$ cat src/hw/rtl/deq_pkg.sv
// Shared types and codes for the double-ended queue engine.
// Request and result payload structs, request and status codes, default capacity.
// No dependencies.
`timescale 1ns / 1ps

package deq_pkg;

  // Default ring depth
  localparam int CAPACITY_DEF = 64;

  // Field widths
  localparam int REQ_W  = 3;
  localparam int VAL_W  = 32;
  localparam int STEP_W = 31;
  localparam int DROP_W = 16;
  localparam int POS_W  = 6;
  localparam int STAT_W = 2;
  localparam int FILL_W = 7;

  // Request codes
  localparam logic [REQ_W-1:0] REQ_ADD_FRONT  = 3'd0;
  localparam logic [REQ_W-1:0] REQ_ADD_BACK   = 3'd1;
  localparam logic [REQ_W-1:0] REQ_DROP_FRONT = 3'd2;
  localparam logic [REQ_W-1:0] REQ_DROP_BACK  = 3'd3;
  localparam logic [REQ_W-1:0] REQ_GET        = 3'd4;
  localparam logic [REQ_W-1:0] REQ_DUMP       = 3'd5;

  // Status codes
  localparam logic [STAT_W-1:0] ST_OK      = 2'd0;
  localparam logic [STAT_W-1:0] ST_FULL    = 2'd1;
  localparam logic [STAT_W-1:0] ST_EMPTIED = 2'd2;
  localparam logic [STAT_W-1:0] ST_RANGE   = 2'd3;

  typedef struct packed {
    logic        [REQ_W-1:0]  req_type;
    logic signed [VAL_W-1:0]  run_start;
    logic        [STEP_W-1:0] run_step;
    logic signed [VAL_W-1:0]  run_end;
    logic        [DROP_W-1:0] drop_count;
    logic        [POS_W-1:0]  position;
  } deq_req_t;

  typedef struct packed {
    logic signed [VAL_W-1:0]  element_value;
    logic        [STAT_W-1:0] status;
    logic        [FILL_W-1:0] fill_level;
    logic                     carries_element;
    logic                     last_of_run;
  } deq_res_t;

endpackage

$ cat src/hw/rtl/deq_store.sv
// Ring store of the queue: one write port, one read port, registered read data.
// Read data holds its value until the next read is issued.
// Depends on deq_pkg for the value width.
`timescale 1ns / 1ps

module deq_store #(
  parameter int DEPTH  = deq_pkg::CAPACITY_DEF,
  parameter int ADDR_W = $clog2(DEPTH)
) (
  input  logic                          clk,
  input  logic                          wr_en,
  input  logic [ADDR_W-1:0]             wr_addr,
  input  logic [deq_pkg::VAL_W-1:0]     wr_data,
  input  logic                          rd_en,
  input  logic [ADDR_W-1:0]             rd_addr,
  output logic [deq_pkg::VAL_W-1:0]     rd_data
);

  logic [deq_pkg::VAL_W-1:0] mem [DEPTH];
  logic [deq_pkg::VAL_W-1:0] rd_data_r;

  // Write the entry, and read into the output register on request
  always_ff @(posedge clk) begin
    if (wr_en) begin
      mem[wr_addr] <= wr_data;
    end
    if (rd_en) begin
      rd_data_r <= mem[rd_addr];
    end
  end

  assign rd_data = rd_data_r;

endmodule

$ cat src/hw/rtl/double_ended_queue_engine.sv
// Top level of the double-ended queue engine: request sequencer, pointers, result register.
// Depends on deq_pkg (types, codes) and deq_store (ring memory).
//
//   channel | ports                          | moves
//   --------+--------------------------------+-------------------------------------
//   in      | in_valid, in_ready, in_data    | one request (deq_req_t)
//   out     | out_valid, out_ready, out_data | one or more results (deq_res_t)
//
// Steps: a push run writes its values in S_RUN, then loads its result in S_RESULT;
// removals, gets and other codes go to S_RESULT; an output-all walks S_STREAM.
// The single write and read ports of the ring store set the one-element-per-cycle walk.
// One request is in work at a time; in_ready is high while the sequencer is idle.
// A result waits in the output register while out_ready is low and the walk stalls.
// Reset clears pointers and fill count; the store itself is not cleared.
`timescale 1ns / 1ps

module double_ended_queue_engine #(
  parameter int CAPACITY = deq_pkg::CAPACITY_DEF
) (
  input  logic              clk,
  input  logic              rst_n,
  input  logic              in_valid,
  output logic              in_ready,
  input  deq_pkg::deq_req_t in_data,
  output logic              out_valid,
  input  logic              out_ready,
  output deq_pkg::deq_res_t out_data
);

  localparam int IDX_W = (CAPACITY > 1) ? $clog2(CAPACITY) : 1;
  localparam int CNT_W = $clog2(CAPACITY + 1);
  localparam int SUM_W = CNT_W + 1;

  typedef enum logic [1:0] {
    S_IDLE,
    S_RUN,
    S_RESULT,
    S_STREAM
  } state_t;

  state_t                           state_r, state_nxt;
  logic [IDX_W-1:0]                 front_r, front_nxt;
  logic [CNT_W-1:0]                 count_r, count_nxt;
  logic signed [deq_pkg::VAL_W:0]   v_r, v_nxt;
  logic signed [deq_pkg::VAL_W-1:0] end_r, end_nxt;
  logic [deq_pkg::STEP_W-1:0]       step_r, step_nxt;
  logic                             add_front_r, add_front_nxt;
  logic [deq_pkg::STAT_W-1:0]       status_r, status_nxt;
  logic                             carry_r, carry_nxt;
  logic [IDX_W-1:0]                 idx_r, idx_nxt;
  logic [IDX_W-1:0]                 slot_r, slot_nxt;
  logic                             out_valid_r, out_valid_nxt;
  deq_pkg::deq_res_t                out_r, out_nxt;

  logic                             wr_en;
  logic [IDX_W-1:0]                 wr_addr;
  logic [deq_pkg::VAL_W-1:0]        wr_data;
  logic                             rd_en;
  logic [IDX_W-1:0]                 rd_addr;
  logic [deq_pkg::VAL_W-1:0]        rd_data;

  logic                             in_acc;
  logic                             out_free;
  logic                             full;
  logic                             run_over;
  logic                             pos_bad;
  logic                             drop_over;
  logic [CNT_W-1:0]                 drop_n;
  logic [IDX_W-1:0]                 front_dec;
  logic [IDX_W-1:0]                 back_slot;
  logic [IDX_W-1:0]                 get_slot;
  logic [IDX_W-1:0]                 drop_front;
  logic [IDX_W-1:0]                 slot_inc;
  logic                             stream_last;

  // Ring index of base plus offset, offset at most CAPACITY
  function automatic logic [IDX_W-1:0] ring_add(input logic [IDX_W-1:0] base,
                                                 input logic [CNT_W-1:0] ofs);
    logic [SUM_W-1:0] s;
    s = SUM_W'(base) + SUM_W'(ofs);
    if (s >= SUM_W'(CAPACITY)) begin
      s = s - SUM_W'(CAPACITY);
    end
    return s[IDX_W-1:0];
  endfunction

  deq_store #(
    .DEPTH  (CAPACITY),
    .ADDR_W (IDX_W)
  ) u_store (
    .clk     (clk),
    .wr_en   (wr_en),
    .wr_addr (wr_addr),
    .wr_data (wr_data),
    .rd_en   (rd_en),
    .rd_addr (rd_addr),
    .rd_data (rd_data)
  );

  assign in_ready  = (state_r == S_IDLE);
  assign in_acc    = in_valid && in_ready;
  assign out_valid = out_valid_r;
  assign out_data  = out_r;
  assign out_free  = !out_valid_r || out_ready;

  // Pointer arithmetic around the ring
  assign full        = (count_r == CNT_W'(CAPACITY));
  assign run_over    = v_r > $signed({end_r[deq_pkg::VAL_W-1], end_r});
  assign pos_bad     = {1'b0, in_data.position} >= deq_pkg::FILL_W'(count_r);
  assign drop_over   = in_data.drop_count > deq_pkg::DROP_W'(count_r);
  assign drop_n      = drop_over ? count_r : CNT_W'(in_data.drop_count);
  assign front_dec   = (front_r == '0) ? IDX_W'(CAPACITY - 1) : front_r - 1'b1;
  assign back_slot   = ring_add(front_r, count_r);
  assign get_slot    = ring_add(front_r, CNT_W'(in_data.position));
  assign drop_front  = ring_add(front_r, drop_n);
  assign slot_inc    = (slot_r == IDX_W'(CAPACITY - 1)) ? '0 : slot_r + 1'b1;
  assign stream_last = (CNT_W'(idx_r) + CNT_W'(1)) == count_r;

  // Sequence requests: decode, walk runs and streams, load results
  always_comb begin
    state_nxt     = state_r;
    front_nxt     = front_r;
    count_nxt     = count_r;
    v_nxt         = v_r;
    end_nxt       = end_r;
    step_nxt      = step_r;
    add_front_nxt = add_front_r;
    status_nxt    = status_r;
    carry_nxt     = carry_r;
    idx_nxt       = idx_r;
    slot_nxt      = slot_r;
    out_valid_nxt = out_valid_r && !out_ready;
    out_nxt       = out_r;
    wr_en         = 1'b0;
    wr_addr       = back_slot;
    wr_data       = v_r[deq_pkg::VAL_W-1:0];
    rd_en         = 1'b0;
    rd_addr       = slot_inc;

    case (state_r)
      S_IDLE: begin
        if (in_acc) begin
          status_nxt = deq_pkg::ST_OK;
          carry_nxt  = 1'b0;
          state_nxt  = S_RESULT;
          case (in_data.req_type)
            deq_pkg::REQ_ADD_FRONT, deq_pkg::REQ_ADD_BACK: begin
              v_nxt         = $signed({in_data.run_start[deq_pkg::VAL_W-1],
                                       in_data.run_start});
              end_nxt       = in_data.run_end;
              step_nxt      = in_data.run_step;
              add_front_nxt = (in_data.req_type == deq_pkg::REQ_ADD_FRONT);
              state_nxt     = S_RUN;
            end
            deq_pkg::REQ_DROP_FRONT, deq_pkg::REQ_DROP_BACK: begin
              count_nxt = count_r - drop_n;
              if (in_data.req_type == deq_pkg::REQ_DROP_FRONT) begin
                front_nxt = drop_front;
              end
              status_nxt = drop_over ? deq_pkg::ST_EMPTIED : deq_pkg::ST_OK;
            end
            deq_pkg::REQ_GET: begin
              if (pos_bad) begin
                status_nxt = deq_pkg::ST_RANGE;
              end else begin
                rd_en     = 1'b1;
                rd_addr   = get_slot;
                carry_nxt = 1'b1;
              end
            end
            deq_pkg::REQ_DUMP: begin
              if (count_r != '0) begin
                rd_en     = 1'b1;
                rd_addr   = front_r;
                slot_nxt  = front_r;
                idx_nxt   = '0;
                state_nxt = S_STREAM;
              end
            end
            default: begin
              status_nxt = deq_pkg::ST_OK;
            end
          endcase
        end
      end

      // Push one run value per cycle, stop at the bound or at capacity
      S_RUN: begin
        if (run_over) begin
          status_nxt = deq_pkg::ST_OK;
          state_nxt  = S_RESULT;
        end else if (full) begin
          status_nxt = deq_pkg::ST_FULL;
          state_nxt  = S_RESULT;
        end else begin
          wr_en = 1'b1;
          if (add_front_r) begin
            wr_addr   = front_dec;
            front_nxt = front_dec;
          end
          count_nxt = count_r + 1'b1;
          v_nxt     = v_r + $signed({2'b00, step_r});
        end
      end

      // Hand over the single result once the output register is free
      S_RESULT: begin
        if (out_free) begin
          out_valid_nxt           = 1'b1;
          out_nxt.element_value   = carry_r ? $signed(rd_data) : '0;
          out_nxt.status          = status_r;
          out_nxt.fill_level      = deq_pkg::FILL_W'(count_r);
          out_nxt.carries_element = carry_r;
          out_nxt.last_of_run     = 1'b1;
          state_nxt               = S_IDLE;
        end
      end

      // Stream elements front to back; hold the read data while stalled
      S_STREAM: begin
        if (out_free) begin
          out_valid_nxt           = 1'b1;
          out_nxt.element_value   = $signed(rd_data);
          out_nxt.status          = deq_pkg::ST_OK;
          out_nxt.fill_level      = deq_pkg::FILL_W'(count_r);
          out_nxt.carries_element = 1'b1;
          out_nxt.last_of_run     = stream_last;
          if (stream_last) begin
            state_nxt = S_IDLE;
          end else begin
            rd_en    = 1'b1;
            rd_addr  = slot_inc;
            slot_nxt = slot_inc;
            idx_nxt  = idx_r + 1'b1;
          end
        end
      end

      default: begin
        state_nxt = S_IDLE;
      end
    endcase
  end

  // Hold state, pointers and the output valid flag
  always_ff @(posedge clk) begin
    if (!rst_n) begin
      state_r     <= S_IDLE;
      front_r     <= '0;
      count_r     <= '0;
      out_valid_r <= 1'b0;
    end else begin
      state_r     <= state_nxt;
      front_r     <= front_nxt;
      count_r     <= count_nxt;
      out_valid_r <= out_valid_nxt;
    end
  end

  // Payload and walk registers need no reset
  always_ff @(posedge clk) begin
    v_r         <= v_nxt;
    end_r       <= end_nxt;
    step_r      <= step_nxt;
    add_front_r <= add_front_nxt;
    status_r    <= status_nxt;
    carry_r     <= carry_nxt;
    idx_r       <= idx_nxt;
    slot_r      <= slot_nxt;
    out_r       <= out_nxt;
  end

  // Fill count never passes the ring depth, front pointer stays inside the ring
  a_count_bound: assert property (@(posedge clk) disable iff (!rst_n)
    (count_r <= CNT_W'(CAPACITY)) && (SUM_W'(front_r) < SUM_W'(CAPACITY)))
    else $error("fill count or front pointer out of range");

  // A store write only happens during a run with room left
  a_write_room: assert property (@(posedge clk) disable iff (!rst_n)
    wr_en |-> (state_r == S_RUN) && !full)
    else $error("store written without room");

  // Fill count moves only during a run or on an accepted request
  a_count_hold: assert property (@(posedge clk) disable iff (!rst_n)
    (state_r != S_RUN) && !in_acc |=> $stable(count_r))
    else $error("fill count changed while idle or streaming");

  // A result with a stored element always reports ok
  a_elem_ok: assert property (@(posedge clk) disable iff (!rst_n)
    out_valid && out_data.carries_element |-> out_data.status == deq_pkg::ST_OK)
    else $error("element result with non-ok status");

  // A new result is never loaded over one still waiting
  a_no_overwrite: assert property (@(posedge clk) disable iff (!rst_n)
    out_valid && !out_ready |=> $stable(out_r))
    else $error("waiting result overwritten");

endmodule

$ cat config.mk
export PLATFORM = sky130hd
export DESIGN_NAME = double_ended_queue_engine
export DESIGN_NICKNAME = d
export VERILOG_FILES = /design/src/hw/rtl/deq_pkg.sv /design/src/hw/rtl/deq_store.sv /design/src/hw/rtl/double_ended_queue_engine.sv
export SDC_FILE = /design/constraint.sdc
export NUM_CORES = 2
export LEC_CHECK = 0
export ABC_AREA = 0
export BUFFER_PORTS_ARGS = -buffer_cell sky130_fd_sc_hd__buf_2
export CAP_MARGIN = 30
export CORE_MARGIN = 3
export CORE_UTILIZATION = 29
export DETAILED_ROUTE_END_ITERATION = 16
export HOLD_SLACK_MARGIN = 0.06
export SLEW_MARGIN = 20
export SYNTH_ARGS = -nofsm -noshare
export SYNTH_HDL_FRONTEND = slang
export SYNTH_SLANG_ARGS = --single-unit
$ cat constraint.sdc
create_clock -name clk -period 9.75 [get_ports clk]
set_clock_uncertainty 0.2 [all_clocks]
set_input_delay 0.4875 -clock clk [delete_from_list [all_inputs] [get_ports clk]]
set_output_delay 0.4875 -clock clk [all_outputs]
set_load 0.01 [all_outputs]
== Word level (Yosys, flattened, before mapping) ==
Memories as Yosys holds them, arrays and structs flattened. A register that Yosys moved wholly into a read port is not among the register bits.
Index checks and enable logic that the tools add are counted.
Cells by class
  add/subtract/negate cells: 13
  order comparisons: 6
  eq/ne operators: 25
  muxes and demuxes: 78
  reductions and logical operators: 24
Operators with widths (number)
  two-way mux 6 bit: 29
  two-way mux 33 bit: 4
  two-way mux 43 bit: 2
  one-hot mux 43 bit (2 select lines): 1
  one-hot mux 33 bit (2 select lines): 1
  one-hot mux 6 bit (2 select lines): 4
  two-way mux 7 bit: 5
  adder 33 x 32 -> 33 bit: 1
  > comparator 33 x 32 -> 1 bit: 1
  two-way mux 32 bit: 1
  subtractor 6 x 1 -> 6 bit, second input constant: 4
  two-way mux 2 bit: 11
  adder 6 x 7 -> 8 bit: 2
  >= comparator 8 x 7 -> 1 bit, second input constant: 2
  > comparator 16 x 7 -> 1 bit: 1
  AND reduction 5 bit: 3
  inequality test 2 bit, second input constant: 7
  one-hot mux 7 bit (2 select lines): 1
  two-way mux 1 bit: 13
  adder 6 x 1 -> 6 bit, second input constant: 2
  inequality test 2 x 1 -> 1 bit, second input constant: 6
  one-hot mux 2 bit (2 select lines): 3
  AND reduction 3 bit: 3
  one-hot mux 2 bit (4 select lines): 1
  other kinds (28): 38
Storage, ports and cells
  flip-flop bits (word level): 171
  memory bits (writable): 2048
  input bits: 124
  output and inout port bits: 45
  logic and storage cells: 164
  memories: 1
Memory list
  u_store.mem: depth 64, bits a word 32, read ports 1, clocked after memory_dff 1, write ports 1, RTL line deq_store.sv:19  | logic [deq_pkg::VAL_W-1:0] mem [DEPTH];

== Longest topological paths before layout ==
  word-level depth: 9
  mapped depth: 21
  gate-level depth less buffers: 19

== Modules after synthesis ==
A second synthesis with hierarchy kept.
Unflattened totals
  cell total of the unflattened synthesis: 4489
  area, all modules: 90055.1 sq um
Modules (own cells, without submodules)
  deq_store: instances 1, cells each 3511, area an instance 79359.9 sq um
  double_ended_queue_engine: instances 1, cells each 978, area an instance 10695.3 sq um

== Worst setup path before layout ==
OpenSTA, ideal clock, no wires.
  path kind: register to register
  start point: register v_r[2] (netlist name)
  end point: memory u_store.mem[34][0] (netlist name) (enable)
  setup time: 432 ps
  data arrival time: 5177 ps
  required time: 9118 ps
  path slack: 3941 ps
  stages on the path, launching flop included: 12
  buffers on the path: 1
  path through: edfxtp_1 ha_1 a21o_1 a21o_1 a211o_1 a221oi_1 o22ai_1 o31ai_1 nand4_1 or3b_2 clkbuf_1 a21oi_1
Between the ends
  longest elaborated chain between the ends: 5
  elaborated cells on any way between the ends: 7
RTL lines
  start, declared: RTL line double_ended_queue_engine.sv:44  | logic signed [deq_pkg::VAL_W:0] v_r, v_nxt;
  start signal, assigned: RTL line double_ended_queue_engine.sv:262  | v_r <= v_nxt;
  > comparator 33 x 32 -> 1 bit (*): RTL line double_ended_queue_engine.sv:108  | assign run_over = v_r > $signed({end_r[deq_pkg::VAL_W-1], end_r});
  two-way mux 1 bit: RTL line double_ended_queue_engine.sv:189  | if (run_over) begin
  two-way mux 1 bit: RTL line double_ended_queue_engine.sv:140  | case (state_r)
  two-way mux 1 bit: RTL line deq_store.sv:24  | if (wr_en) begin
  two-way mux 1 bit (not written as such): RTL line deq_store.sv:25  | mem[wr_addr] <= wr_data;
  end, declared: RTL line deq_store.sv:19
Every way passes the cells marked *; elsewhere a longest branch is shown, timed or not.

== Worst setup path after layout ==
  start point: register count_r[1]
  end point: register u_store.rd_data_r (netlist bit u_store.rd_data[23]), read port of u_store.mem, data pin
Between the ends
  longest elaborated chain between the ends: 5
  elaborated cells on any way between the ends: 15
RTL lines
  start, declared: RTL line double_ended_queue_engine.sv:43  | logic [CNT_W-1:0] count_r, count_nxt;
  start signal, assigned: RTL line double_ended_queue_engine.sv:255  | count_r <= count_nxt;
  >= comparator 6 x 7 -> 1 bit or nonzero test 7 bit (tied branches): RTL line double_ended_queue_engine.sv:109, double_ended_queue_engine.sv:172
  two-way mux 1 bit, or another cell as far along: RTL line double_ended_queue_engine.sv:163  | if (pos_bad) begin
  one-hot mux 1 bit (2 select lines) or one-hot mux 6 bit (2 select lines) (tied branches): RTL line double_ended_queue_engine.sv:146  | case (in_data.req_type)
  two-way mux 1 bit or two-way mux 6 bit (tied branches): RTL line double_ended_queue_engine.sv:142  | if (in_acc) begin
  one-hot mux 1 bit (2 select lines) or two-way mux 6 bit (tied branches)
  end, declared: RTL line deq_store.sv:20  | logic [deq_pkg::VAL_W-1:0] rd_data_r;
Parallel ways exist; a longest one is shown, timed or not.
A chain may end at the register's enable or synchronous reset.

==> results.sh <==
export IMPL_status="finished, final reports clean"
export IMPL_synth_seq_area_share_pct=71.50
export IMPL_cts_tree="yes"
export IMPL_drive_gt1_share_pct=11.38
export IMPL_boundaryPins=169
export IMPL_layout_setup_ws_ns=3.100
export IMPL_fin_area_um2=108600
export IMPL_synth_top_family_by_area="simple AND/OR/NAND/NOR gates"
export IMPL_vias=62940
export IMPL_hold_slack_ns=0.1429
export IMPL_synthXorXnorAreaFrac_pct=0.5664
export IMPL_critPathLaunchType="register"
export IMPL_postRouteAntennaNets=0
export IMPL_final_cells=11450
export IMPL_grt_first_pass_wirelength_mm=429.8
export IMPL_fin_crit_sh_pct=68.20
export IMPL_synth_simple_area_share_pct=10.19
export IMPL_reg2regPathDepth=15
export IMPL_start_util_pct=29.25
export IMPL_yosysUniqueCellTypes=89
export IMPL_setup_violations=0
export IMPL_worstMarginPinSlew_ns=1.128
export IMPL_dieHeight_um=576.3
export IMPL_first_iter_violations=9118
export IMPL_synth_compound_area_share_pct=9.827
export IMPL_synth_ff_type="edfxtp_1"
export IMPL_grt_max_degree=179
export IMPL_antenna_found_initial=24
export IMPL_wire_per_inst_um=26.33
export IMPL_arrival_ns=7.12
export IMPL_layout_commonest_cell="edfxtp_1"
export IMPL_place_inst=10960
export IMPL_place_ws_ns=3.306
export IMPL_max_slew_margin_pct=24.79
export IMPL_drt_pass1_iter_count=6
export IMPL_hold_viol_final=0
export IMPL_avgSynthCellArea_um2=13.82
export IMPL_rsz0062_at_grt="false"
export IMPL_clk_latency_ns=0.87
export IMPL_cp_startpoint="count_r[1]$_SDFFE_PN0P_"
export IMPL_synth_fa_ha_area_share_pct=1.539
export IMPL_fin_crit_ns=6.650
export IMPL_yosys_mux_area_fraction_pct=3.483
export IMPL_cts_max_level=4
export IMPL_drt_wl_total_mm=301.5
export IMPL_syn_inst=6825
export IMPL_place_area_um2=101000
export IMPL_asyncSetResetFlopFracSynth_pct=0
export IMPL_ys_ff_latch=2251
export IMPL_peakVddDrop_mv=0.1736
export IMPL_grt_pass1_vias=60570
export IMPL_synth_edf_count=2235
export IMPL_yosys_area_top_type="edfxtp_1"
export IMPL_fmax_mhz=150.4
export IMPL_cp_endpoint="u_store.rd_data[23]$_DFFE_PP_"
export IMPL_port_buffers=168
export IMPL_crit_required_ns=10.22
export IMPL_power_density_nw_per_um2=190.6
export IMPL_drc=0
export IMPL_syn_nets=7062
export IMPL_power_mw=20.71
export IMPL_fin_util_pct=33.69
export IMPL_cap_violations=0
export IMPL_syn_area_um2=94320
export IMPL_critPathKind="register to register"
export IMPL_end_kind="register"
export IMPL_clockRootBuffer="clkbuf_16"
export IMPL_nNetsFinal=7216
export IMPL_tns_ns=0
export IMPL_synthTopCellsByArea="edfxtp_1, nand3_1, mux2i_1, o21ai_0, nand2_1"
export IMPL_reg2reg_slack_ns=3.10
export IMPL_netlist_area_leader_share_pct=71.16
export IMPL_final_cell_mix="edfxtp_1, nand3_1, o21ai_0"
export IMPL_place_congestion=0.8430
export IMPL_die_area_um2=332100
export IMPL_hp_class="primary input to register"
export IMPL_clk_path_buf_depth=4
export IMPL_cts_inserted_buffers=220
export IMPL_critPathMaxFanout=53
export IMPL_cts_sinks=2251
export IMPL_rr_endpoint="u_store.rd_data[23]$_DFFE_PP_"
export IMPL_die_w_um=576.3
export IMPL_reg2reg_from="count_r[1]$_SDFFE_PN0P_"
export IMPL_syn_to_final_growth_pct=15.19
export IMPL_core_um2=322400
export IMPL_cts_setup_buffers=0
export IMPL_rows=208
export IMPL_dp_hpwl_mm=166.6
export IMPL_finalMaxSlewViolations=0
export IMPL_grt_util_all_layers_pct=17.40
export IMPL_grt_ovfl_total=0
export IMPL_vias_per_cell=5.498
export IMPL_yosys_warnings=0
export IMPL_hold_depth=5
export IMPL_power_leakage_nw=34.80
export IMPL_clk_pin_slew_ns=0.07
## report_power, final
group / total (mW) / switching, mW / internal (mW)
combinational: 1.72 / 1.25 / 0.474
sequential: 10.9 / 0.0612 / 10.8
clock: 8.09 / 3.60 / 4.49
## layer usage
metal	track usage (%)	wire, um	vias to the layer above
met5	0	75	-
met4	5.992	11060	10
met3	3.903	33890	535
met2	26.14	131500	3684
met1	24.70	124900	31820
li1	-	-	26890
## worst max-delay path, cell delays in order, from the launching register on
cell and delay, ns:
dfxtp_1 0.70, inv_1 0.18, ha_1 0.22, a21oi_1 0.14
o21ai_1 0.24, a2111oi_4 0.35, buf_4 0.43, buf_4 0.55
nand2_4 0.46, nand2_4 0.58, buf_4 0.53, buf_4 0.60
nand2_1 0.12, nand3_1 0.10, a41o_1 0.58, o2111a_1 0.27
## worst min-delay path by stage
| stage | startpoint | endpoint | slack (ns) |
|---|---|---|---|
| 6_report | in_data[11] | front_r[5]$_SDFFE_PN0P_ | 0.14 |
| 5_1_grt | in_data[50] | end_r[28]$_DFFE_PP_ | 0.13 |
| 4_1_cts | in_data[11] | front_r[5]$_SDFFE_PN0P_ | 0.08 |
| 3_5_place_dp | state_r[0]$_SDFFE_PN0P_ | state_r[0]$_SDFFE_PN0P_ | 0.30 |
| 3_3_place_gp | state_r[1]$_SDFFE_PN0P_ | state_r[1]$_SDFFE_PN0P_ | 0.28 |
| 2_1_floorplan | count_r[6]$_SDFFE_PN0P_ | out_data[8]$_DFFE_PP_ | 0.21 |
## state kept, by name (all words and copies together) (netlist names)
register         cells
u_store.mem       2048
out_data            43
v_r                 33
end_r               32
u_store.rd_data     32
step_r              31
count_r              7
front_r              6
idx_r                6
slot_r               6
state_r              2
status_r             2
add_front_r          1
carry_r              1
out_valid            1
## layout make-up
class,instances,area [um^2]
timing repair buffer,453,3542
antenna,6,15.01
clock buffer,277,5826
multi-input combinational,3908,25100
inverter,145,544.3
sequential,2251,67430
fill,30900,213800
clock inverter,103,798.3
tap,4305,5386
## Yosys cell counts, drive strengths merged, types with 5 or more instances
cell     instances
or3             11
o21a            10
a22oi           69
inv            145
nand2          549
a41oi           68
dfxtp           16
a2111oi         16
a32oi           83
o31ai            5
xnor2           43
or2             14
buf            160
o41a            23
ha             108
o2111a          23
a211oi          80
fa               5
nor2           154
o22ai          170
nand3          979
a41o            44
nand2b           8
nor4            28
o21bai           7
xor2            18
o21ai          560
nor2b           50
nor3            19
clkbuf         361
o211ai          11
a21oi          134
mux2            26
mux2i          299
a31oi           28
nand4          148
edfxtp        2235
or4             11
a21o            34
o41ai           10
and3            10
and2             9
## logic make-up after synthesis
kind of cell,count (synthesis)
DFF,2251
and+or+nand+nor,2003
AOI/OAI and AO/OA,1406
buffers and inverters,666
muxes,325
adders and majority gates,113
xor gates and xnor gates,61
## timing repair
item / 4_1_cts / 5_1_grt
hold buffers: 102 / 0
gates resized for setup: 0 / 0
hold endpoints to repair: 110 / 0
No activity file was read; power rests on OpenSTA's default activity.
